### config.mk
export PLATFORM = sky130hd
export DESIGN_NAME = cvx_queue
export DESIGN_NICKNAME = d
export VERILOG_FILES = /design/src/cvx_pkg.sv /design/src/cvx_queue.sv
export SDC_FILE = /design/constraint.sdc
export NUM_CORES = 1
export LEC_CHECK = 0
export ABC_CLOCK_PERIOD_IN_PS = 10700
export BUFFER_PORTS_ARGS = -buffer_cell sky130_fd_sc_hd__buf_2
export CAP_MARGIN = 20
export CORE_MARGIN = 8
export CORE_UTILIZATION = 30
export CTS_CLUSTER_DIAMETER = 60
export DETAILED_ROUTE_END_ITERATION = 16
export PLACE_DENSITY = 0.48
export SETUP_SLACK_MARGIN = 0.02
export SLEW_MARGIN = 5
export SYNTH_ARGS = -nofsm -noshare
export SYNTH_HDL_FRONTEND = slang
export SYNTH_SLANG_ARGS = --single-unit
### constraint.sdc
create_clock -name clock -period 10.7 [get_ports clock]
set_input_delay 1.605 -clock clock [delete_from_list [all_inputs] [get_ports clock]]
set_output_delay 1.605 -clock clock [all_outputs]
set_load 0.01 [all_outputs]
### src/cvx_pkg.sv
// shared types and constants for the polygon convexity check unit
// no dependencies

package cvx_pkg;

   localparam int COORD_WIDTH     = 16;
   localparam int DIFF_WIDTH      = COORD_WIDTH + 1;
   localparam int PROD_WIDTH      = 2 * DIFF_WIDTH;
   localparam int CROSS_WIDTH     = PROD_WIDTH + 1;
   localparam int MIN_VERTICES    = 3;
   localparam int NUM_TURNS       = 3;
   localparam int QUEUE_DEPTH     = 4;
   localparam int QUEUE_PTR_WIDTH = $clog2(QUEUE_DEPTH);

   typedef struct packed {
      logic signed [COORD_WIDTH-1:0] vertex_x;
      logic signed [COORD_WIDTH-1:0] vertex_y;
      logic                          last_vertex;
   } req_type;

   typedef struct packed {
      logic convex;
      logic too_few_vertices;
   } rsp_type;

   // edge vectors of one turn: cross = a*d - b*c
   typedef struct packed {
      logic                         valid;
      logic signed [DIFF_WIDTH-1:0] a;
      logic signed [DIFF_WIDTH-1:0] b;
      logic signed [DIFF_WIDTH-1:0] c;
      logic signed [DIFF_WIDTH-1:0] d;
   } turn_type;

   typedef struct packed {
      turn_type [NUM_TURNS-1:0] turns;
      logic                     last;
      logic                     too_few;
   } job_type;

endpackage

### src/cvx_queue.sv
// short job queue between front end and back end
// depends on cvx_pkg

module cvx_queue (
   input  logic             clock,
   input  logic             reset,
   input  logic             wr_en,
   input  cvx_pkg::job_type wr_data,
   output logic             q_full,
   input  logic             rd_en,
   output logic             q_avail,
   output cvx_pkg::job_type rd_data
);
   import cvx_pkg::*;

   localparam logic [QUEUE_PTR_WIDTH:0] FILL_MAX = (QUEUE_PTR_WIDTH+1)'(QUEUE_DEPTH);
   localparam logic [QUEUE_PTR_WIDTH:0] FILL_ONE = (QUEUE_PTR_WIDTH+1)'(1);
   localparam logic [QUEUE_PTR_WIDTH-1:0] PTR_ONE = QUEUE_PTR_WIDTH'(1);

   job_type                    slots_ff [QUEUE_DEPTH];
   logic [QUEUE_PTR_WIDTH-1:0] wr_ptr_ff, wr_ptr_in, rd_ptr_ff, rd_ptr_in;
   logic [QUEUE_PTR_WIDTH:0]   fill_ff, fill_in;
   logic                       do_wr, do_rd;

   always_comb begin
      q_full    = (fill_ff == FILL_MAX);
      q_avail   = (fill_ff != '0);
      rd_data   = slots_ff[rd_ptr_ff];
      do_wr     = wr_en && !q_full;
      do_rd     = rd_en && q_avail;
      wr_ptr_in = do_wr ? wr_ptr_ff + PTR_ONE : wr_ptr_ff;
      rd_ptr_in = do_rd ? rd_ptr_ff + PTR_ONE : rd_ptr_ff;
      fill_in   = fill_ff;
      if (do_wr && !do_rd) begin
         fill_in = fill_ff + FILL_ONE;
      end else if (do_rd && !do_wr) begin
         fill_in = fill_ff - FILL_ONE;
      end
   end

   always_ff @(posedge clock) begin
      if (reset) begin
         wr_ptr_ff <= '0;
         rd_ptr_ff <= '0;
         fill_ff   <= '0;
      end else begin
         wr_ptr_ff <= wr_ptr_in;
         rd_ptr_ff <= rd_ptr_in;
         fill_ff   <= fill_in;
      end
      if (do_wr) begin
         slots_ff[wr_ptr_ff] <= wr_data;
      end
   end

endmodule

==> results.sh, run 1 <==
export IMPL_numCtsBuffers=96
export IMPL_io_pins=424
export IMPL_layout_drive_gt1_share_pct=46.4
export IMPL_cts_root_buffer_cell="clkbuf_16"
export IMPL_critPathMaxFanout=44
export IMPL_vias=13800
export IMPL_fmax_ghz=0.204
export IMPL_finalNetCount=1849
export IMPL_grt_overflow=0
export IMPL_cts_path_max_buffers=3
export IMPL_max_stage_delay_ns=0.93
export IMPL_dr_first_iter_drc_count=771
export IMPL_tns_ns=0
export IMPL_leakagePower_nw=12.2
export IMPL_netlist_area_um2=30600
export IMPL_antenna_found_initial=24
export IMPL_dpl_hpwl_mm=41.4
export IMPL_whs_path_depth=2
export IMPL_die_w_um=335
export IMPL_io_buffers=423
export IMPL_rsz0062_at_grt="false"
export IMPL_finalWirelength_mm=68.8
export IMPL_hold_violations=0
export IMPL_synth_cell_types=22
export IMPL_syn_inst=1139
export IMPL_postRouteAntennaNets=0
export IMPL_gp_congestion=0.716
export IMPL_postCtsSetupBuffers=0
export IMPL_dr_pass1_iters=5
export IMPL_synth_seq_cells=845
export IMPL_grt_pass1_vias=14800
export IMPL_path_cells="buf_4, mux4_2, buf_2"
export IMPL_hold_end="rd_ptr_ff[1]"
export IMPL_ir_drop_v=0.000141
export IMPL_slowest_stage="dfxtp_4"
export IMPL_dpl_cell_count=2900
export IMPL_slew_headroom_pct=17.6
export IMPL_hold_buffers=0
export IMPL_clock_skew_ns=0.0317
export IMPL_fin_crit_sh_pct=45.8
export IMPL_cp_start_kind="register"
export IMPL_reg2reg_depth=6
export IMPL_h_tree_depth=3
export IMPL_avgSynthCellArea_um2=26.8
export IMPL_start_util_pct=30.1
export IMPL_arrival_ns=3.30
export IMPL_min_from="rd_ptr_ff[1]"
export IMPL_num_rows=117
export IMPL_ys_seq_area_share_pct=82.7
export IMPL_drc=0
export IMPL_dieArea_um2=112000
export IMPL_grt_start_max_net_pins=130
export IMPL_min_period_ns=4.91
export IMPL_viasPerCell=4.47
export IMPL_power_density_nw_per_um2=244
export IMPL_clk_pin_slew_worst_paths_ns=0.06
export IMPL_wl_per_cell_um=22.3
export IMPL_clock_latency_ns=0.65
export IMPL_core_um2=101000
export IMPL_r2r_end="slots_ff[1][46]"
export IMPL_min_path_type="register to register"
export IMPL_syn_num_nets=1358
export IMPL_drv_cap=0
export IMPL_yosysWarnings=0
export IMPL_status="finished clean"
export IMPL_end_kind="output pin"
export IMPL_crit_type="register to output pin"
export IMPL_cts_resized=0
export IMPL_r2r_start="fill_ff[0]"
export IMPL_r2r_setup_slack_ns=7.11
export IMPL_crit_required_ns=9.10
export IMPL_setup_viol=0
export IMPL_instances_no_fill=3085
export IMPL_syn2layout_area_growth_pct=22.1
export IMPL_die_h_um=335
export IMPL_grtUsageTotal_pct=11.9
export IMPL_cts_tree="done"
export IMPL_grt_pass1_wl_mm=100
export IMPL_clock_sinks=845
export IMPL_worstMarginPinSlew_ns=1.24
export IMPL_whs_ns=0.525
export IMPL_slew_violations=0
## cell type report
class                      count  area, um2
tap                         1368       1710
multi-input combinational    243       4980
sequential                   845      25300
clock buffer                 113       2490
antenna                       12       30.0
timing repair buffer         440       2350
inverter                       4       15.0
clock inverter                60        464
fill                        9317      64100
## kinds of logic (layout without fill, tap and decap cells)
logic type | after synthesis | count (layout) | synth area share [%]
and+or+nand+nor | 16 | 16 | 0.282
adders and majority gates | 6 | 6 | 0.270
xor gates and xnor gates | 4 | 4 | 0.115
other | 0 | 12 | 0
buffers and inverters | 51 | 617 | 1.02
DFF | 845 | 845 | 82.7
AOI/OAI and AO/OA | 6 | 6 | 0.119
muxes | 211 | 211 | 15.5
## registers in the layout, summed over array words and instances (netlist names), named ones only
signal / count
fill_ff: 3
rd_ptr_ff: 2
slots_ff: 836
wr_ptr_ff: 2
## worst max-delay path, delay by kind of cell (launching register included)
family / cells / cell delay (ns)
buffers and inverters: 2 / 0.99
flip-flops: 1 / 0.93
multiplexers: 1 / 0.62
## metal layers
| metal | part of all wire (%) | track usage, % |
|---|---|---|
| met1 | 41 | 14.9 |
| met5 | 0.21 | 0 |
| met4 | 2.5 | 3.86 |
| met3 | 8.5 | 4.89 |
| met2 | 48 | 18.9 |
## worst max-delay path by stage
stage | startpoint | to | slack, ns
final | register | rd_data[156] | 5.79
after global routing | register | rd_data[156] | 5.41
after CTS | register | rd_data[23] | 5.54
after detailed placement | wr_en | slots_ff[1][3] | 6.00
after global placement | wr_en | slots_ff[1][3] | 5.96
after floorplan | wr_en | slots_ff[0][0] | 3.41
## synth_stat cells
library cell | number | area share [%]
o21ai_0 | 2 | 0.033
and2_1 | 4 | 0.082
ha_1 | 5 | 0.20
nand2b_1 | 2 | 0.041
buf_6 | 11 | 0.41
buf_2 | 23 | 0.38
o311ai_0 | 1 | 0.029
inv_1 | 4 | 0.049
buf_4 | 2 | 0.049
o31ai_1 | 1 | 0.025
xor2_1 | 4 | 0.11
buf_1 | 8 | 0.098
or3_1 | 3 | 0.061
fa_1 | 1 | 0.066
dfxtp_1 | 9 | 0.59
clkbuf_1 | 3 | 0.037
edfxtp_1 | 836 | 82
mux2i_1 | 2 | 0.066
nor3b_1 | 1 | 0.025
a21oi_1 | 2 | 0.033
nor2_1 | 6 | 0.074
mux4_2 | 209 | 15
## placed cells by master (no fill, tap or decap), types with 7 or more instances in the layout
cell / Yosys / final
buf_4: 2 / 10
buf_2: 23 / 423
clkbuf_1: 3 / 16
edfxtp_1: 836 / 836
diode_2: 0 / 12
inv_6: 0 / 10
mux4_2: 209 / 209
clkinv_2: 0 / 17
clkbuf_16: 0 / 97
clkinv_1: 0 / 21
dfxtp_1: 9 / 7
## per-stage QoR
stage	total power, W	setup WS [ns]	util (%)	instance area, um2
finish	0.00910	5.79	36.8	37300
CTS	0.00930	5.54	36.8	37300
global placement	0.00618	5.96	33.8	34300
detailed placement	0.00621	6.00	33.9	34300
global route	0.00952	5.41	36.8	37300
floorplan	0.00543	3.41	-	30600
## power breakdown
group / internal [W] / switching, W / total, W
Sequential: 0.00398 / 0.000111 / 0.00409
Combinational: 0.000901 / 0.00105 / 0.00195
Clock: 0.00177 / 0.00128 / 0.00305
Total: 0.00665 / 0.00245 / 0.00910
No activity file was read; power rests on OpenSTA's default activity.
==> run 2, diff against run 1 <==
ABC_AREA = 1   (was default)
ABC_CLOCK_PERIOD_IN_PS = 4100   (was 10700)
PLACE_DENSITY = 0.5   (was 0.48)
clock period = 4.1 ns   (was 10.7 ns; I/O delays follow)
==> results.sh, run 2 <==
export IMPL_status="finished clean"
export IMPL_vias=19000
export IMPL_wl_per_cell_um=20.6
export IMPL_leakagePower_nw=13.1
export IMPL_yosysWarnings=0
export IMPL_synth_edf_count=836
export IMPL_syn2layout_area_growth_pct=22.6
export IMPL_rsz0062_at_grt="false"
export IMPL_arrival_ns=2.89
export IMPL_syn_num_nets=2309
export IMPL_slew_violations=0
export IMPL_synth_area_leaders="edfxtp_1 (80%), o21ai_0 (6.7%), nor2_1 (5.2%)"
export IMPL_num_rows=118
export IMPL_h_tree_depth=3
export IMPL_finalNetCount=2736
export IMPL_core_um2=103000
export IMPL_largest_reg_flops=836
export IMPL_die_w_um=339
export IMPL_placed_cell_area_um2=35000
export IMPL_ys_seq_area_share_pct=81.0
export IMPL_dpl_hpwl_mm=48.4
export IMPL_instances_no_fill=3993
export IMPL_crit_required_ns=3.48
export IMPL_finalWirelength_mm=82.2
export IMPL_clock_sinks=845
export IMPL_clock_latency_ns=0.65
export IMPL_die_h_um=339
export IMPL_hold_violations=0
export IMPL_final_cell_area_um2=38300
export IMPL_clock_skew_ns=0.0197
export IMPL_drc=0
export IMPL_gp_congestion=0.748
export IMPL_dpl_cell_count=3799
export IMPL_crit_type="register to output pin"
export IMPL_fmax_ghz=0.285
export IMPL_clk_pin_slew_worst_paths_ns=0.06
export IMPL_min_period_ns=3.51
export IMPL_antenna_found_initial=32
export IMPL_ys_flop_type="edfxtp_1"
export IMPL_postRouteAntennaNets=0
export IMPL_grtUsageTotal_pct=13.7
export IMPL_netlist_area_um2=31200
export IMPL_synth_seq_cells=845
export IMPL_cts_tree="done"
export IMPL_min_path_type="input port to register"
export IMPL_layout_drive_gt1_share_pct=23.7
export IMPL_ir_drop_v=0.000388
export IMPL_grt_overflow=0
export IMPL_critPathMaxFanout=174
export IMPL_dieArea_um2=115000
export IMPL_top_register="slots_ff"
export IMPL_grt_start_max_net_pins=175
export IMPL_ys_top_cells_by_count="edfxtp_1 (836), nor2_1 (432), o21ai_0 (419)"
export IMPL_hold_buffers=0
export IMPL_io_pins=424
export IMPL_avgSynthCellArea_um2=14.9
export IMPL_grt_pass1_wl_mm=122
export IMPL_cts_path_max_buffers=3
export IMPL_numCtsBuffers=96
export IMPL_syn_inst=2090
export IMPL_drv_cap=0
export IMPL_cp_start_kind="register"
export IMPL_whs_ns=0.170
export IMPL_max_stage_delay_ns=0.68
export IMPL_reg_top3="slots_ff: 836 flops, fill_ff: 3 flops"
export IMPL_async_flop_share_pct=0
export IMPL_dr_pass1_iters=5
export IMPL_postCtsSetupBuffers=0
export IMPL_yosys_area_top_type_share_pct=80.4
export IMPL_cts_resized=0
export IMPL_setup_viol=0
export IMPL_synth_cell_types=18
export IMPL_io_buffers=423
export IMPL_final_cell_mix="edfxtp_1 (836), nor2_1 (428), buf_2 (423), o21ai_0 (419), o22ai_1 (209)"
export IMPL_end_kind="output pin"
export IMPL_synth_top_area_cell="edfxtp_1"
export IMPL_worstMarginPinSlew_ns=1.00
export IMPL_path_cells="buf_12, o21ai_0, o22ai_1, buf_2"
export IMPL_power_density_nw_per_um2=650
export IMPL_viasPerCell=4.77
export IMPL_yosys_cell_count_top_type="edfxtp_1"
export IMPL_tns_ns=0
export IMPL_final_common_cell="edfxtp_1"
export IMPL_slew_headroom_pct=33.3
export IMPL_start_util_pct=30.2
export IMPL_fin_crit_sh_pct=85.6
export IMPL_grt_pass1_vias=19100
export IMPL_slowest_stage="dfxtp_4"
export IMPL_dr_first_iter_drc_count=1066
export IMPL_cts_root_buffer_cell="clkbuf_16"
## run 2: cell count changes in the layout (fill, tap and decap cells not counted), moves of 7 or more
cell / delta
bufinv_16: +7
inv_1: +11
nor2_1: +422
nand2_1: +13
o22ai_1: +209
o21ai_0: +417
mux4_2: -209
buf_12: +14
buf_4: +15
## run 2: final timing paths
check	cells after the start	from	slack (ns)	endpoint
max	4	register	0.59	rd_data[88]
min	1	wr_data[36]	0.17	slots_ff[2][36]
max reg2reg	5	fill_ff[0]	1.84	slots_ff[0][114]
min reg2reg	2	rd_ptr_ff[0]	0.52	rd_ptr_ff[0]
## run 2: logic make-up (layout without fill, tap and decap cells)
group	count (synthesis)	in the layout	share of synthesized area [%]
xor gates and xnor gates	1	1	0.0281
and+or+nand+nor	452	452	5.46
adders and majority gates	6	6	0.265
other	0	16	0
buffers and inverters	155	662	2.28
DFF	845	845	81.0
AOI/OAI and AO/OA	631	631	11.0
## run 2: final cells by class
type	count	area, um2
fill	9817	65100
antenna	16	40.0
inverter	17	76.3
timing repair buffer	467	2690
tap	1380	1730
sequential	845	25300
clock inverter	64	624
clock buffer	114	2550
multi-input combinational	1090	5270
## run 2: metal layers
metal	wire [um]	track usage, %	vias up	share of wire (%)
met5	184	0	-	0.22
met1	35400	17.3	9527	43
met2	37900	21.9	512	46
met4	2000	4.05	26	2.4
met3	6770	5.19	158	8.2
li1	-	-	8811	-
## run 2: metrics by stage
stage	utilization, %	worst slack (ns)	power, W
final	37.0	0.592	0.0249
after global placement	33.9	1.35	0.0166
after global routing	37.0	0.381	0.0261
after detailed placement	33.9	1.30	0.0167
after CTS	37.0	0.554	0.0253
after floorplan	-	-0.111	0.0140
## run 2: report_power, final
group / leakage (nW) / switching (W) / internal (W)
registers: 7.73 / 0.000234 / 0.0105
logic: 3.84 / 0.00390 / 0.00173
clock network: 1.55 / 0.00337 / 0.00514
## run 2: critical path: cells and delay by family (launching register included)
| kind | cells | cell delay, ns |
|---|---|---|
| flip-flops | 1 | 0.68 |
| AO/OA/AOI/OAI | 2 | 0.56 |
| buffers and inverters | 2 | 0.64 |
==> run 3, diff against run 2 <==
ABC_CLOCK_PERIOD_IN_PS = 2900   (was 4100)
clock period = 2.9 ns   (was 4.1 ns; I/O delays follow)
==> results.sh, run 3 (synthesis results as in run 2) <==
export IMPL_status="finished clean"
export IMPL_cts_root_buffer_cell="clkbuf_16"
export IMPL_min_path_type="input port to register"
export IMPL_grt_overflow=0
export IMPL_gr_max_usage_layer="met2"
export IMPL_worst_path_buf_inv=2
export IMPL_min_period_ns=2.84
export IMPL_clock_skew_ns=0.0279
export IMPL_drc=0
export IMPL_slew_violations=0
export IMPL_slowest_stage="dfxtp_4"
export IMPL_h_tree_depth=3
export IMPL_io_buffers=423
export IMPL_end_kind="output pin"
export IMPL_grt_start_max_net_pins=107
export IMPL_dr_pass1_iters=6
export IMPL_setup_viol=0
export IMPL_final_cell_mix="edfxtp_1 (836), nor2_1 (427), buf_2 (423), o21ai_0 (419), dlygate4sd3_1 (210)"
export IMPL_fin_crit_sh_pct=97.9
export IMPL_p_total_w=0.0354
export IMPL_cts_path_max_buffers=3
export IMPL_dieArea_um2=115000
export IMPL_reg_top3="slots_ff: 836 flops, fill_ff: 3 flops"
export IMPL_num_rows=118
export IMPL_slew_headroom_pct=41.3
export IMPL_grt_pass1_vias=20500
export IMPL_rsz0062_at_grt="true"
export IMPL_syn2layout_area_growth_pct=30.6
export IMPL_worst_path_stages=4
export IMPL_crit_family="compound AO/OA/AOI/OAI gates"
export IMPL_start_util_pct=30.2
export IMPL_crit_type="register to output pin"
export IMPL_gp_congestion=0.743
export IMPL_clock_sinks=845
export IMPL_seq_area_um2=25300
export IMPL_worstMarginPinSlew_ns=0.880
export IMPL_finalNetCount=2976
export IMPL_numCtsBuffers=94
export IMPL_drv_cap=0
export IMPL_leakagePower_nw=14.2
export IMPL_die_w_um=339
export IMPL_layout_drive_gt1_share_pct=22.7
export IMPL_path_cells="buf_16, o21ai_0, o22ai_1, buf_2"
export IMPL_grtUsageMet1_pct=18.1
export IMPL_dpl_hpwl_mm=49.6
export IMPL_max_stage_delay_ns=0.43
export IMPL_grtUsageMet3_pct=3.51
export IMPL_top_register="slots_ff"
export IMPL_use_met2_pct=23.2
export IMPL_power_density_nw_per_um2=868
export IMPL_cts_tree="done"
export IMPL_core_um2=103000
export IMPL_antenna_found_initial=9
export IMPL_cp_start_kind="register"
export IMPL_finalWirelength_mm=83.3
export IMPL_multi_input_area_um2=5280
export IMPL_grtUsageTotal_pct=13.9
export IMPL_crit_required_ns=2.47
export IMPL_viasPerCell=4.76
export IMPL_dr_first_iter_drc_count=1142
export IMPL_vias=20100
export IMPL_critPathMaxFanout=106
export IMPL_postRouteAntennaNets=0
export IMPL_fillCellCount=9636
export IMPL_largest_reg_flops=836
export IMPL_whs_path_depth=3
export IMPL_arrival_ns=2.40
export IMPL_reg2reg_depth=9
export IMPL_hold_violations=0
export IMPL_final_util_pct=39.4
export IMPL_grt_pass1_wl_mm=126
export IMPL_die_h_um=339
export IMPL_final_common_cell="edfxtp_1"
export IMPL_wl_per_cell_um=19.7
export IMPL_io_pins=424
export IMPL_clk_pin_slew_worst_paths_ns=0.06
export IMPL_fmax_ghz=0.352
export IMPL_ir_drop_v=0.000550
export IMPL_clock_latency_ns=0.65
run 3: cell types whose count changed in the layout (fill, tap and decap cells not counted), moves of 5 or more:
cell | previous run | this run
dlygate4sd3_1 | 0 | 210
diode_2 | 16 | 7
clkbuf_1 | 14 | 23
buf_12 | 19 | 26
buf_4 | 25 | 39
buf_16 | 0 | 7
inv_6 | 7 | 2
run 3: layout make-up:
type	instances	share of cell area (%)
Tap cell	1380	4.24
Multi-Input combinational cell	1090	13.0
Clock buffer	119	6.11
Clock inverter	53	1.27
Sequential cell	845	62.1
Inverter	17	0.215
Timing Repair Buffer	709	13.1
Antenna cell	7	0.0430
run 3: metal layers:
metal	up-vias	routed length, um
met5	-	40
met4	6	1690
met3	114	5450
met2	576	40200
met1	10100	35900
li1	9284	-
run 3: final timing paths:
check / from / end / slack, ns
worst max-delay path: register / rd_data[153] / 0.06
worst min-delay path: rd_en / register / 0.11
worst max register to register: fill_ff[1] / fill_ff[1] / 0.98
worst min register to register: rd_ptr_ff[1] / register / 0.51
run 3: stage by stage:
stage	setup WS [ns]	hold WS, ns	setup TNS [ns]	instance area, um2	instances
4_1_cts	0.0399	0.0182	0	40700	4213
2_1_floorplan	-1.24	0.459	-1022.57	31300	2090
3_5_place_dp	0.641	0.496	0	35400	3825
3_3_place_gp	0.606	0.488	0	35400	3825
5_1_grt	0.0122	0.0747	0	40700	4219
6_report	0.0618	0.107	0	40800	4220
run 3: repair_timing:
| item | in CTS | in global routing |
|---|---|---|
| endpoints found under the setup margin | 81 | 6 |
| cloned | 3 | 0 |
| hold buffers | 210 | 0 |
| setup buffers | 3 | 0 |
| endpoints found under the hold margin | 841 | 0 |
| gates resized for setup | 10 | 5 |
run 3: power breakdown:
| group | switching (W) | internal (W) |
|---|---|---|
| clock | 0.00461 | 0.00687 |
| sequential | 0.000296 | 0.0148 |
| combinational | 0.00571 | 0.00304 |
| total | 0.0106 | 0.0247 |
run 3: worst register-to-register path, delay by kind of cell (launching register included):
family	cells	cell delay, ns
adders and majority gates	2	0.63
and+or+nand+nor	4	0.47
DFF	1	0.34
AOI/OAI and AO/OA	1	0.20
buffers and inverters	2	0.19
