## src/cvx_pkg.sv

```systemverilog
// shared types and constants for the polygon convexity check unit
// no dependencies

package cvx_pkg;

   localparam int COORD_WIDTH     = 16;
   localparam int DIFF_WIDTH      = COORD_WIDTH + 1;
   localparam int PROD_WIDTH      = 2 * DIFF_WIDTH;
   localparam int CROSS_WIDTH     = PROD_WIDTH + 1;
   localparam int MIN_VERTICES    = 3;
   localparam int NUM_TURNS       = 3;
   localparam int QUEUE_DEPTH     = 4;
   localparam int QUEUE_PTR_WIDTH = $clog2(QUEUE_DEPTH);

   typedef struct packed {
      logic signed [COORD_WIDTH-1:0] vertex_x;
      logic signed [COORD_WIDTH-1:0] vertex_y;
      logic                          last_vertex;
   } req_type;

   typedef struct packed {
      logic convex;
      logic too_few_vertices;
   } rsp_type;

   // edge vectors of one turn: cross = a*d - b*c
   typedef struct packed {
      logic                         valid;
      logic signed [DIFF_WIDTH-1:0] a;
      logic signed [DIFF_WIDTH-1:0] b;
      logic signed [DIFF_WIDTH-1:0] c;
      logic signed [DIFF_WIDTH-1:0] d;
   } turn_type;

   typedef struct packed {
      turn_type [NUM_TURNS-1:0] turns;
      logic                     last;
      logic                     too_few;
   } job_type;

endpackage

```

## src/cvx_front.sv

```systemverilog
// front end: takes vertices, tracks the vertex window, forms turn edge vectors
// depends on cvx_pkg

module cvx_front (
   input  logic             clock,
   input  logic             reset,
   input  logic             accept,
   input  cvx_pkg::req_type req_item,
   output logic             job_push,
   output cvx_pkg::job_type job
);
   import cvx_pkg::*;

   localparam int COUNT_WIDTH = 2;
   localparam logic [COUNT_WIDTH-1:0] COUNT_ONE  = COUNT_WIDTH'(1);
   localparam logic [COUNT_WIDTH-1:0] COUNT_TWO  = COUNT_WIDTH'(2);
   localparam logic [COUNT_WIDTH-1:0] COUNT_SAT  = COUNT_WIDTH'(MIN_VERTICES);
   localparam logic [COUNT_WIDTH-1:0] COUNT_ZERO = '0;

   logic signed [COORD_WIDTH-1:0] first_x_ff, first_y_ff, first_x_in, first_y_in;
   logic signed [COORD_WIDTH-1:0] second_x_ff, second_y_ff, second_x_in, second_y_in;
   logic signed [COORD_WIDTH-1:0] prev_x_ff, prev_y_ff, prev_x_in, prev_y_in;
   logic signed [COORD_WIDTH-1:0] cur_x_ff, cur_y_ff, cur_x_in, cur_y_in;
   logic [COUNT_WIDTH-1:0]        count_ff, count_in;

   function automatic turn_type make_turn(
      input logic                          en,
      input logic signed [COORD_WIDTH-1:0] ax,
      input logic signed [COORD_WIDTH-1:0] ay,
      input logic signed [COORD_WIDTH-1:0] bx,
      input logic signed [COORD_WIDTH-1:0] by,
      input logic signed [COORD_WIDTH-1:0] nx,
      input logic signed [COORD_WIDTH-1:0] ny
   );
      turn_type t;
      t.valid = en;
      t.a = DIFF_WIDTH'(bx) - DIFF_WIDTH'(ax);
      t.b = DIFF_WIDTH'(by) - DIFF_WIDTH'(ay);
      t.c = DIFF_WIDTH'(nx) - DIFF_WIDTH'(bx);
      t.d = DIFF_WIDTH'(ny) - DIFF_WIDTH'(by);
      return t;
   endfunction

   logic has_turn;
   logic closes;

   always_comb begin
      has_turn = (count_ff >= COUNT_TWO);
      closes   = req_item.last_vertex && has_turn;

      job.turns[0] = make_turn(has_turn, prev_x_ff, prev_y_ff, cur_x_ff, cur_y_ff,
                               req_item.vertex_x, req_item.vertex_y);
      job.turns[1] = make_turn(closes, cur_x_ff, cur_y_ff,
                               req_item.vertex_x, req_item.vertex_y,
                               first_x_ff, first_y_ff);
      job.turns[2] = make_turn(closes, req_item.vertex_x, req_item.vertex_y,
                               first_x_ff, first_y_ff, second_x_ff, second_y_ff);
      job.last     = req_item.last_vertex;
      job.too_few  = req_item.last_vertex && !has_turn;
      job_push     = accept && (has_turn || req_item.last_vertex);

      first_x_in  = first_x_ff;
      first_y_in  = first_y_ff;
      second_x_in = second_x_ff;
      second_y_in = second_y_ff;
      prev_x_in   = prev_x_ff;
      prev_y_in   = prev_y_ff;
      cur_x_in    = cur_x_ff;
      cur_y_in    = cur_y_ff;
      count_in    = count_ff;
      if (accept) begin
         if (count_ff == COUNT_ZERO) begin
            first_x_in = req_item.vertex_x;
            first_y_in = req_item.vertex_y;
         end
         if (count_ff == COUNT_ONE) begin
            second_x_in = req_item.vertex_x;
            second_y_in = req_item.vertex_y;
         end
         prev_x_in = cur_x_ff;
         prev_y_in = cur_y_ff;
         cur_x_in  = req_item.vertex_x;
         cur_y_in  = req_item.vertex_y;
         if (req_item.last_vertex) begin
            count_in = COUNT_ZERO;
         end else if (count_ff != COUNT_SAT) begin
            count_in = count_ff + COUNT_ONE;
         end
      end
   end

   always_ff @(posedge clock) begin
      if (reset) begin
         count_ff <= COUNT_ZERO;
      end else begin
         count_ff <= count_in;
      end
      first_x_ff  <= first_x_in;
      first_y_ff  <= first_y_in;
      second_x_ff <= second_x_in;
      second_y_ff <= second_y_in;
      prev_x_ff   <= prev_x_in;
      prev_y_ff   <= prev_y_in;
      cur_x_ff    <= cur_x_in;
      cur_y_ff    <= cur_y_in;
   end

endmodule

```

## config.mk

```make
export PLATFORM = sky130hd
export DESIGN_NAME = cvx_front
export DESIGN_NICKNAME = d
export VERILOG_FILES = /design/src/cvx_pkg.sv /design/src/cvx_front.sv
export SDC_FILE = /design/constraint.sdc
export NUM_CORES = 1
export LEC_CHECK = 0
export BUFFER_PORTS_ARGS = -buffer_cell sky130_fd_sc_hd__buf_2
export CORE_MARGIN = 1.5
export CORE_UTILIZATION = 60
export CTS_CLUSTER_DIAMETER = 30
export DETAILED_ROUTE_END_ITERATION = 8
export PLACE_DENSITY = 0.88
export SLEW_MARGIN = 20
export SYNTH_ARGS = -nofsm -noshare
export SYNTH_HDL_FRONTEND = slang
export SYNTH_SLANG_ARGS = --single-unit
export TNS_END_PERCENT = 30
```

## constraint.sdc

```tcl
create_clock -name clock -period 5 [get_ports clock]
set_input_delay 0.25 -clock clock [delete_from_list [all_inputs] [get_ports clock]]
set_output_delay 0.25 -clock clock [all_outputs]
set_load 0.1 [all_outputs]
```

==> qor.csv, run 1 <==
stage,metric,value,unit
clock_network,Worst-path clk slew,0.06,ns
clock_network,H-tree depth,4,
critical_path,startpoint types,register,
floorplanning,FP Rows,48,
detailed_routing,DRT Pass-1 Iters,5,
detailed_routing,vias per std cell,5.70,
clock_network,clk sink count,130,
power_and_ir_drop,P_sw,4.10,mW
clock_network,# Post-CTS Setup Buffers,0,
final_layout,final net count,1481,
critical_path,Setup CP Type,reg2out,
clock_network,Clock Path Buffers,2,
yosys,post-synthesis cell area,10600,um2
run_status,status,"complete, no violations",
timing,Tmin final,3.94,ns
yosys,syn nets,1286,
detailed_routing,DRT iter0 DRCs,560,
global_routing,Congestion Overflow GR,0,
place,dpl cells,1510,
timing,fin. max-slew vios,0,
global_routing,vias in the first global route,8359,
global_routing,total track usage,27.7,%
floorplanning,Chip Height,136,um
floorplanning,Starting Density,61.2,%
detailed_routing,drt total wl,25.7,mm
yosys,ranking of synthesized cells by area,"edfxtp_1 36%, ha_1 16%, inv_1 6.2%",
power_and_ir_drop,peak supply drop,0.505,mV
yosys,Synth async-reset ratio,0,%
power_and_ir_drop,leakage power,5.92,nW
power_and_ir_drop,internal power,2.66,mW
power_and_ir_drop,switching share of power,60.7,%
yosys,"count leader, synth",inv_1,
place,buffers added on ports,245,
final_layout,ANT cells,0,
yosys,Synth top area share,36.3,%
place,GP Congestion,0.911,
final_layout,post-route insts no fill,1543,
final_layout,share of layout cells above drive strength 1,21.5,%
yosys,post-synth top area cell,edfxtp_1,
job,max-capacitance violation count,0,
floorplanning,# IOs,246,
floorplanning,Die Width,136,um
yosys,Syn Inst Count,1110,
final_layout,Filler cells,1277,
yosys,most instantiated cells after synthesis,"176 x inv_1, 132 x ha_1, 128 x edfxtp_1",
clock_network,PostCTS Resize Cnt,0,
final_layout,Synth-to-Final Area Change,14.8,%
clock_network,Root Buffer,clkbuf_16,
timing,accumulated negative setup slack,0,ns
yosys,#FFs+latches synth,130,
timing,Rel. slew slack,33.7,%
timing,endpoints failing hold,0,
timing,Tcrit/Tclk final,78.8,%
floorplanning,core area,17300,um2
critical_path,CP Capture Type,primary output,
place,placed wire-length estimate,19.3,mm
yosys,Avg Inst Size Synth,9.54,um2
floorplanning,die footprint,18400,um2
yosys,sequential fraction of the synthesis area,36.7,%
yosys,ys flop type,edfxtp_1,
yosys,YS warnings,0,
timing,RSZ-0062 raised after global routing,false,
power_and_ir_drop,Comb pwr share,62.4,%
clock_network,TritonCTS clock tree,built,
timing,Worst Max-Slew Pin Slew,0.982,ns
timing,Final Setup Violations,0,
global_routing,largest net degree at the start of global routing,69,
detailed_routing,DRC errors left,0,
global_routing,initial antenna violation count,0,
yosys,post-synth cell types,59,
global_routing,first-pass GRT wire length,39.8,mm
detailed_routing,Routed Antenna Nets,0,
power_and_ir_drop,sequential power share,19.4,%
clock_network,CTS Buf Count,17,
yosys,number of enable flip-flop cells after synthesis,128,
critical_path,CP arrival,3.69,ns
power_and_ir_drop,Pwr Density,556,nW/um2
min_path,Hold Crit Class,in2reg,
detailed_routing,DR WL/cell,16.7,um
critical_path,crit-path max FO,4,
critical_path,Critical Path RT,4.75,ns
timing,Setup Skew,0.00836,ns
clock_network,clk_lat worst skew,0.43,ns
detailed_routing,Via Count,8794,
timing,Fmax,0.254,GHz
power_and_ir_drop,Clock power frac,18.1,%
[sequential cells by signal, summed over array words and instances, names as in the netlist]
register,count
prev_y_ff,16
first_x_ff,16
prev_x_ff,16
count_ff,2
second_x_ff,16
first_y_ff,16
cur_y_ff,16
cur_x_ff,16
second_y_ff,16
[kinds of logic after synthesis]
logic type | share of synthesized area (%)
adders and majority gates | 17.1
DFF | 36.7
and+or+nand+nor | 10.2
muxes | 0.0946
buffers and inverters | 11.4
AOI/OAI and AO/OA | 16.7
xor gates and xnor gates | 7.78
[final timing paths]
| kind | end | cells past startpoint | from | slack (ns) |
|---|---|---|---|---|
| worst min-delay path | first_y_ff[0] | 1 | req_item[1] | 0.06 |
| worst min register to register | prev_x_ff[11] | 0 | cur_x_ff[11] | 0.49 |
| worst max-delay path | job[120] | 11 | cur_y_ff[1] | 1.06 |
| worst max register to register | first_y_ff[12] | 4 | count_ff[0] | 3.00 |
[metrics by stage]
step	utilization [%]	setup WS [ns]	cell area [um2]	hold slack (ns)	power, mW
2_1_floorplan	-	0.681	10600	0.322	5.13
3_3_place_gp	66.9	1.75	11600	0.431	5.49
3_5_place_dp	66.9	1.59	11600	0.433	5.53
4_1_cts	70.3	1.13	12200	0.0504	6.76
5_1_grt	70.3	0.852	12200	0.0614	6.96
6_report	70.3	1.06	12200	0.0650	6.76
[power groups by stage]
| stage | registers, mW | logic (mW) | clock network [mW] |
|---|---|---|---|
| after floorplan | 1.32 | 3.80 | 0 |
| after global placement | 1.33 | 4.16 | 0 |
| after detailed placement | 1.34 | 4.20 | 0 |
| after CTS | 1.31 | 4.22 | 1.23 |
| after global routing | 1.32 | 4.37 | 1.27 |
| final | 1.31 | 4.22 | 1.23 |
[layout by cell type, fill, tap and decap left out, types with 7 or more instances in the layout]
| cell | count |
|---|---|
| o21ai_0 | 28 |
| and2_1 | 9 |
| clkbuf_16 | 17 |
| inv_1 | 176 |
| nand2_1 | 40 |
| a21o_1 | 32 |
| nor2b_1 | 30 |
| nand3_1 | 12 |
| and3_1 | 9 |
| o21ai_1 | 38 |
| o21bai_1 | 8 |
| nand4_1 | 9 |
| a21boi_1 | 7 |
| edfxtp_1 | 128 |
| xor2_1 | 29 |
| nor2_1 | 71 |
| o31a_1 | 10 |
| a21oi_1 | 82 |
| fa_1 | 8 |
| o21a_1 | 21 |
| buf_2 | 245 |
| nor3_1 | 9 |
| nand2b_1 | 12 |
| xnor2_1 | 65 |
| ha_1 | 132 |
[worst max-delay path, cell delays in order (launching register included)]
cell and delay (ns):
edfxtp_1 0.46, inv_1 0.15, ha_1 0.24, nor2b_1 0.14, o31ai_1 0.43, a211oi_1 0.22, a311oi_1 0.42, a21oi_1 0.12
nor2_1 0.20, o21ai_1 0.11, xor2_1 0.26, buf_2 0.51
[layer usage]
metal | share of wire, % | track usage, %
met5 | 0 | 0
met4 | 3.0 | 10.9
met3 | 6.7 | 6.52
met2 | 51 | 50.6
met1 | 39 | 31.1
[final cells by class]
cell class                 instances  area, um2  share of cell area [%]
tap                              225        282                    2.32
sequential                       130       3880                    31.9
multi-input combinational        731       5510                    45.3
clock buffer                      18        429                    3.53
clock inverter                    14        139                    1.14
inverter                         176        661                    5.43
timing repair buffer             249       1260                    10.4
[timing repair]
action / in CTS / in global routing
setup endpoints to repair: 0 / 0
hold buffers: 1 / 0
hold endpoints to repair: 2 / 0
Note: power is estimated with default switching activity, not from simulation.
==> run 2: changes to the inputs <==
CORE_UTILIZATION = 50   (was 60)
PLACE_DENSITY = 0.78   (was 0.88)
clock period = 3.55 ns   (was 5 ns; I/O delays follow)
==> run 2 against run 1 <==
  * Die area is 20% higher
  * Critical endpoint is now job[52]
  * Clock skew up 0.0075 ns
  * Flip-flop and latch count did not move
  * Highest routed layer unchanged
  * Final cell count up 3.4%
  * Largest cell class unchanged
==> qor.csv, run 2 (synthesized netlist as in run 1, its figures left out) <==
stage,metric,value,unit,change
critical_path,CP Capture Type,primary output,,
timing,Tmin final,3.54,ns,
timing,fin. max-slew vios,0,,unchanged
min_path,hold_sp,req_item[16],,
timing,Tcrit/Tclk final,99.6,%,
power_and_ir_drop,Pwr Density,777,nW/um2,+40%
final_layout,share of layout cells above drive strength 1,23.8,%,+2.2 points
min_path,Hold Crit Class,in2reg,,
clock_network,CTS Buf Count,17,,unchanged
final_layout,Filler cells,1757,,+38%
detailed_routing,Via Count,8585,,-2.4%
floorplanning,Starting Density,50.7,%,-11 points
job,max-capacitance violation count,0,,unchanged
floorplanning,core area,20900,um2,+21%
min_path,worst hold endpoint,first_y_ff[15],,
power_and_ir_drop,peak supply drop,0.697,mV,+38%
clock_network,H-tree depth,4,,unchanged
place,GP Congestion,0.904,,-0.71%
power_and_ir_drop,Clock power frac,19.3,%,+1.2 points
critical_path,Critical path buffers and inverters,2,,unchanged
floorplanning,FP Rows,53,,+10%
power_and_ir_drop,sequential power share,18.8,%,-0.6 points
final_layout,ANT cells,0,,unchanged
clock_network,Root Buffer,clkbuf_16,,
clock_network,TritonCTS clock tree,built,,
final_layout,"commonest non-fill, non-tap cell in the layout",buf_2,,
global_routing,total track usage,21.8,%,-5.9 points
power_and_ir_drop,P_sw,5.77,mW,+41%
place,buffers added on ports,245,,unchanged
floorplanning,# IOs,246,,unchanged
global_routing,largest net degree at the start of global routing,40,,-42%
global_routing,Congestion Overflow GR,0,,unchanged
power_and_ir_drop,Comb pwr share,62.0,%,-0.4 points
power_and_ir_drop,Tot Pwr,9.84,mW,+46%
critical_path,R2R depth,4,,unchanged
critical_path,Setup CP Type,reg2out,,
floorplanning,Chip Height,149,um,+9.3%
timing,endpoints failing hold,0,,unchanged
power_and_ir_drop,switching share of power,58.6,%,-2.0 points
detailed_routing,DRT Pass-1 Iters,6,,+1
place,placed cell area,11800,um2,+2.3%
critical_path,CP arrival,3.36,ns,-0.33 ns
critical_path,Critical Path RT,3.37,ns,-1.38 ns
timing,Final Setup Violations,0,,unchanged
clock_network,Clock Path Buffers,2,,unchanged
timing,worst hold margin,0.0157,ns,-0.0492 ns
critical_path,crit-path max FO,3,,-1
min_path,Min-Delay Path Depth,1,,unchanged
clock_network,clk sink count,130,,unchanged
clock_network,clk_lat worst skew,0.42,ns,about the same
clock_network,Worst-path clk slew,0.06,ns,about the same
critical_path,flop-to-flop setup slack,2.21,ns,-0.79 ns
power_and_ir_drop,internal power,4.07,mW,+53%
detailed_routing,DRT iter0 DRCs,668,,+19%
final_layout,final net count,1485,,+0.27%
final_layout,final core utilization,60.7,%,-9.6 points
place,placed wire-length estimate,19.2,mm,-0.62%
timing,RSZ-0062 raised after global routing,true,,
detailed_routing,DR WL/cell,15.5,um,-6.8%
floorplanning,die footprint,22100,um2,+20%
timing,Rel. slew slack,39.4,%,+5.7 points
final_layout,Synth-to-Final Area Change,19.7,%,
global_routing,first-pass GRT wire length,38.1,mm,-4.1%
detailed_routing,Routed Antenna Nets,0,,unchanged
detailed_routing,drt total wl,24.8,mm,-3.6%
run_status,status,"complete, no violations",,
power_and_ir_drop,leakage power,6.11,nW,+3.1%
critical_path,reg2reg end,first_x_ff[6],,
critical_path,startpoint types,register,,
detailed_routing,vias per std cell,5.38,,-5.6%
critical_path,"CP delay by family, top",compound AO/OA/AOI/OAI gates,,
timing,Worst Max-Slew Pin Slew,0.910,ns,-0.0727 ns
global_routing,vias in the first global route,7837,,-6.2%
critical_path,Worst R2R Start,count_ff[0],,
detailed_routing,DRC errors left,0,,unchanged
final_layout,most frequent cells in the layout,"217 x buf_2, 176 x inv_1, 132 x ha_1, 128 x edfxtp_1, 77 x a21oi_1",,
critical_path,Worst path max stage delay,0.42,ns,-0.09 ns
floorplanning,Die Width,149,um,+9.3%
global_routing,initial antenna violation count,0,,unchanged
critical_path,CP max stage cell,edfxtp_1,,
critical_path,crit-path cells,"inv_1, ha_1, fa_1, nor2b_1, o31a_1, or2_1, a31o_1, a21o_1, a21o_1, o31a_1, a221oi_2, buf_12",,
final_layout,Final Cell Area,12700,um2,+4.2%
timing,Fmax,0.283,GHz,
timing,Setup Skew,0.0159,ns,+0.00751 ns
==> run 2: metal layers <==
layer,vias to the layer above,part of all wire (%),routed length [um],global-route usage (%)
li1,4216,-,-,-
met1,4014,45,11200,29.7
met2,324,46,11500,35.3
met3,31,6.5,1620,3.90
met4,0,2.0,488,7.18
met5,-,0,0,0
==> run 2: power groups by stage <==
stage	Clock (mW)	Sequential, mW	Combinational, mW
after floorplan	0	1.86	5.40
after global placement	0	1.87	5.96
after detailed placement	0	1.88	6.00
after CTS	1.92	1.85	6.02
after global routing	1.98	1.86	6.31
final	1.90	1.85	6.10
==> run 2: how the worst max path moves through the flow <==
| stage | start | to | slack [ns] | cells after the start |
|---|---|---|---|---|
| 2_1_floorplan | cur_x_ff[1] | job[129] | -0.37 | 9 |
| 3_3_place_gp | first_x_ff[0] | job[102] | 0.40 | 11 |
| 3_5_place_dp | cur_y_ff[1] | job[17] | 0.33 | 11 |
| 4_1_cts | first_x_ff[0] | job[104] | -0.06 | 12 |
| 5_1_grt | cur_y_ff[0] | job[52] | -0.14 | 12 |
| 6_report | cur_y_ff[0] | job[52] | 0.01 | 12 |
==> run 2: worst register-to-register path, stage by stage (launching register included) <==
cell and delay, ns:
dfxtp_1 0.34, inv_1 0.11, ha_1 0.14, and2_1 0.13, buf_4 0.28
==> run 2: layout make-up <==
class	instances	area [um2]	area share (%)
clock buffers	17	425	3.36
repair buffers	253	1420	11.2
clock inverters	14	213	1.68
inverters	176	661	5.21
well taps	275	344	2.72
multi-input cells	731	5730	45.2
flip-flops and latches	130	3880	30.7
==> run 2: stage by stage <==
step           TNS, ns  worst slack (ns)  cells
2_1_floorplan    -5.63            -0.366   1110
3_3_place_gp         0             0.396   1563
3_5_place_dp         0             0.327   1563
4_1_cts         -0.220           -0.0562   1596
5_1_grt         -0.341            -0.141   1596
6_report             0            0.0129   1596
==> run 2: what timing repair did <==
action	4_1_cts	5_1_grt
resized for setup	2	55
hold buffers	2	0
pin swaps	0	2
hold endpoints to repair	5	0
cloned	0	0
endpoints found under the setup margin	9	46
buffers inserted	0	0
==> run 3: changes to the inputs <==
GPL_TIMING_DRIVEN = 0   (was default)
==> run 3 against run 2 <==
  * Flip-flop and latch count unchanged
  * Clock-buffer cell count unchanged
  * Highest routed layer unchanged
  * Maximum frequency fell by 0.23%
  * Worst hold slack better by 0.00081 ns
  * Sequential share of layout area fell by 1.7 points
  * Global-route usage rose by 1.0 points
  * Critical path depth is the same
  * Critical endpoint unchanged
  * Critical path type unchanged
==> qor.csv, run 3 (synthesized netlist as in run 1, its figures left out) <==
stage,metric,value,unit,change
run_status,status,"complete, no violations",,
clock_network,Worst-path clk slew,0.07,ns,about the same
global_routing,first-pass GRT wire length,39.8,mm,+4.5%
floorplanning,FP Rows,53,,unchanged
power_and_ir_drop,peak supply drop,0.661,mV,-5.2%
detailed_routing,vias per std cell,5.24,,-2.5%
final_layout,most frequent cells in the layout,"211 x buf_2, 174 x inv_1, 131 x ha_1, 128 x edfxtp_1, 96 x buf_4",,
clock_network,Clock Path Buffers,2,,unchanged
critical_path,CP max stage cell,edfxtp_1,,
final_layout,"commonest non-fill, non-tap cell in the layout",buf_2,,
place,GP Congestion,0.913,,+0.92%
floorplanning,Starting Density,50.7,%,unchanged
critical_path,"CP delay by family, top",compound AO/OA/AOI/OAI gates,,
power_and_ir_drop,Tot Pwr,10.0,mW,+2.0%
place,placed wire-length estimate,19.6,mm,+2.1%
final_layout,Synth-to-Final Area Change,26.7,%,
global_routing,largest net degree at the start of global routing,39,,-2.5%
power_and_ir_drop,leakage power,6.52,nW,+6.7%
timing,Worst Max-Slew Pin Slew,0.624,ns,-0.286 ns
detailed_routing,Via Count,8832,,+2.9%
timing,Setup Skew,0.0103,ns,-0.00558 ns
job,max-capacitance violation count,0,,unchanged
floorplanning,core area,20900,um2,unchanged
detailed_routing,drt total wl,25.5,mm,+2.9%
critical_path,Setup CP Type,reg2out,,
critical_path,Worst path max stage delay,0.43,ns,about the same
min_path,Hold Crit Class,in2reg,,
critical_path,reg2reg end,first_y_ff[15],,
critical_path,CP arrival,3.37,ns,about the same
floorplanning,Chip Height,149,um,unchanged
detailed_routing,top layer in use,met4,,
place,buffers added on ports,245,,unchanged
timing,Tcrit/Tclk final,99.9,%,+0.23 points
critical_path,crit-path max FO,3,,unchanged
floorplanning,Die Width,149,um,unchanged
timing,Final Setup Violations,0,,unchanged
critical_path,CP endpoint,job[52],,
final_layout,final net count,1572,,+5.9%
final_layout,ANT cells,0,,unchanged
timing,fin. max-slew vios,0,,unchanged
timing,Fmax,0.282,GHz,-0.23%
timing,accumulated negative setup slack,0,ns,unchanged
critical_path,Worst R2R Start,count_ff[0],,
detailed_routing,M1 WL,11.2,mm,+0.68%
clock_network,clk_lat worst skew,0.43,ns,about the same
clock_network,clk sink count,130,,unchanged
global_routing,total track usage,22.9,%,+1.0 points
critical_path,crit path launch,cur_y_ff[0],,
clock_network,Root Buffer,clkbuf_16,,
critical_path,Worst path depth,12,,unchanged
timing,Rel. slew slack,58.0,%,+19 points
detailed_routing,WL met2,12.0,mm,+3.8%
timing,endpoints failing hold,0,,unchanged
clock_network,H-tree depth,4,,unchanged
critical_path,Critical path buffers and inverters,2,,unchanged
global_routing,initial antenna violation count,0,,unchanged
power_and_ir_drop,Pwr Density,748,nW/um2,-3.7%
detailed_routing,DRT iter0 DRCs,463,,-31%
final_layout,share of layout cells above drive strength 1,28.7,%,+5.0 points
critical_path,startpoint types,register,,
critical_path,Critical Path RT,3.37,ns,about the same
timing,RSZ-0062 raised after global routing,true,,
detailed_routing,DR WL/cell,15.2,um,-2.4%
clock_network,TritonCTS clock tree,built,,
critical_path,flop-to-flop setup slack,1.96,ns,-0.25 ns
detailed_routing,Routed Antenna Nets,0,,unchanged
clock_network,CTS Buf Count,17,,unchanged
detailed_routing,met3 wire len,1.68,mm,+4.1%
global_routing,Congestion Overflow GR,0,,unchanged
critical_path,crit-path cells,"inv_2, ha_4, fa_2, nor2b_2, o31a_1, or2_1, a31o_1, a21o_1, a21o_1, o31a_1, a221oi_2, buf_6",,
global_routing,vias in the first global route,8305,,+6.0%
critical_path,CP Capture Type,primary output,,
timing,Tmin final,3.55,ns,+0.00828 ns
floorplanning,# IOs,246,,unchanged
detailed_routing,DRC errors left,0,,unchanged
detailed_routing,DRT Pass-1 Iters,5,,-1
critical_path,R2R depth,4,,unchanged
floorplanning,die footprint,22100,um2,unchanged
-- run 3: cell types whose count changed in the layout (fill, tap and decap cells not counted), sizes merged --
cell and change:
clkbuf -2, clkinvlp +2, clkinv -1, dlygate4sd3 +11
buf +78, inv +2, bufinv -2
-- run 3: what timing repair did --
action | 4_1_cts | 5_1_grt
pin swaps | 1 | 3
endpoints found under the hold margin | 27 | 1
hold buffers | 12 | 1
setup endpoints to repair | 23 | 48
resized for setup | 23 | 49
setup buffers | 0 | 6
-- run 3: final cells by class --
| type | count | area (um2) |
|---|---|---|
| inverter | 176 | 661 |
| clock buffer | 17 | 425 |
| sequential | 130 | 3880 |
| tap | 275 | 344 |
| clock inverter | 15 | 183 |
| multi-input combinational | 731 | 5800 |
| timing repair buffer | 267 | 1580 |
| fill | 1734 | 7470 |
| buffer | 73 | 544 |
-- run 3: worst min-delay path by stage --
stage | end | cells after the start | start
6_report | first_y_ff[6] | 1 | req_item[7]
5_1_grt | cur_x_ff[9] | 1 | req_item[26]
4_1_cts | first_y_ff[6] | 1 | req_item[7]
3_5_place_dp | count_ff[0] | 2 | reset
3_3_place_gp | count_ff[1] | 2 | reset
2_1_floorplan | count_ff[0] | 1 | reset
-- run 3: stage by stage --
| stage | setup slack, ns | instances | hold WS [ns] | utilization [%] | cell area [um2] |
|---|---|---|---|---|---|
| floorplan | -0.366 | 1110 | 0.250 | - | 10700 |
| global placement | 0.100 | 1630 | 0.356 | 58.9 | 12300 |
| detailed placement | 0.0596 | 1633 | 0.351 | 59.3 | 12400 |
| CTS | -0.0387 | 1677 | 0.00191 | 63.2 | 13200 |
| global route | -0.115 | 1684 | -0.00255 | 64.2 | 13400 |
| finish | 0.00464 | 1684 | 0.0166 | 64.2 | 13400 |
-- run 3: routing by layer --
layer / global-route usage, % / vias up
met1: 30.2 / 4093
met4: 8.66 / 0
met5: 0 / -
met3: 5.00 / 47
met2: 36.9 / 290
li1: - / 4402
-- run 3: power by group --
group	internal, mW	leakage [nW]	switching, mW
Clock	1.11	0.286	0.700
Sequential	1.80	1.24	0.0509
Combinational	1.26	4.99	5.13
Total	4.16	6.52	5.88
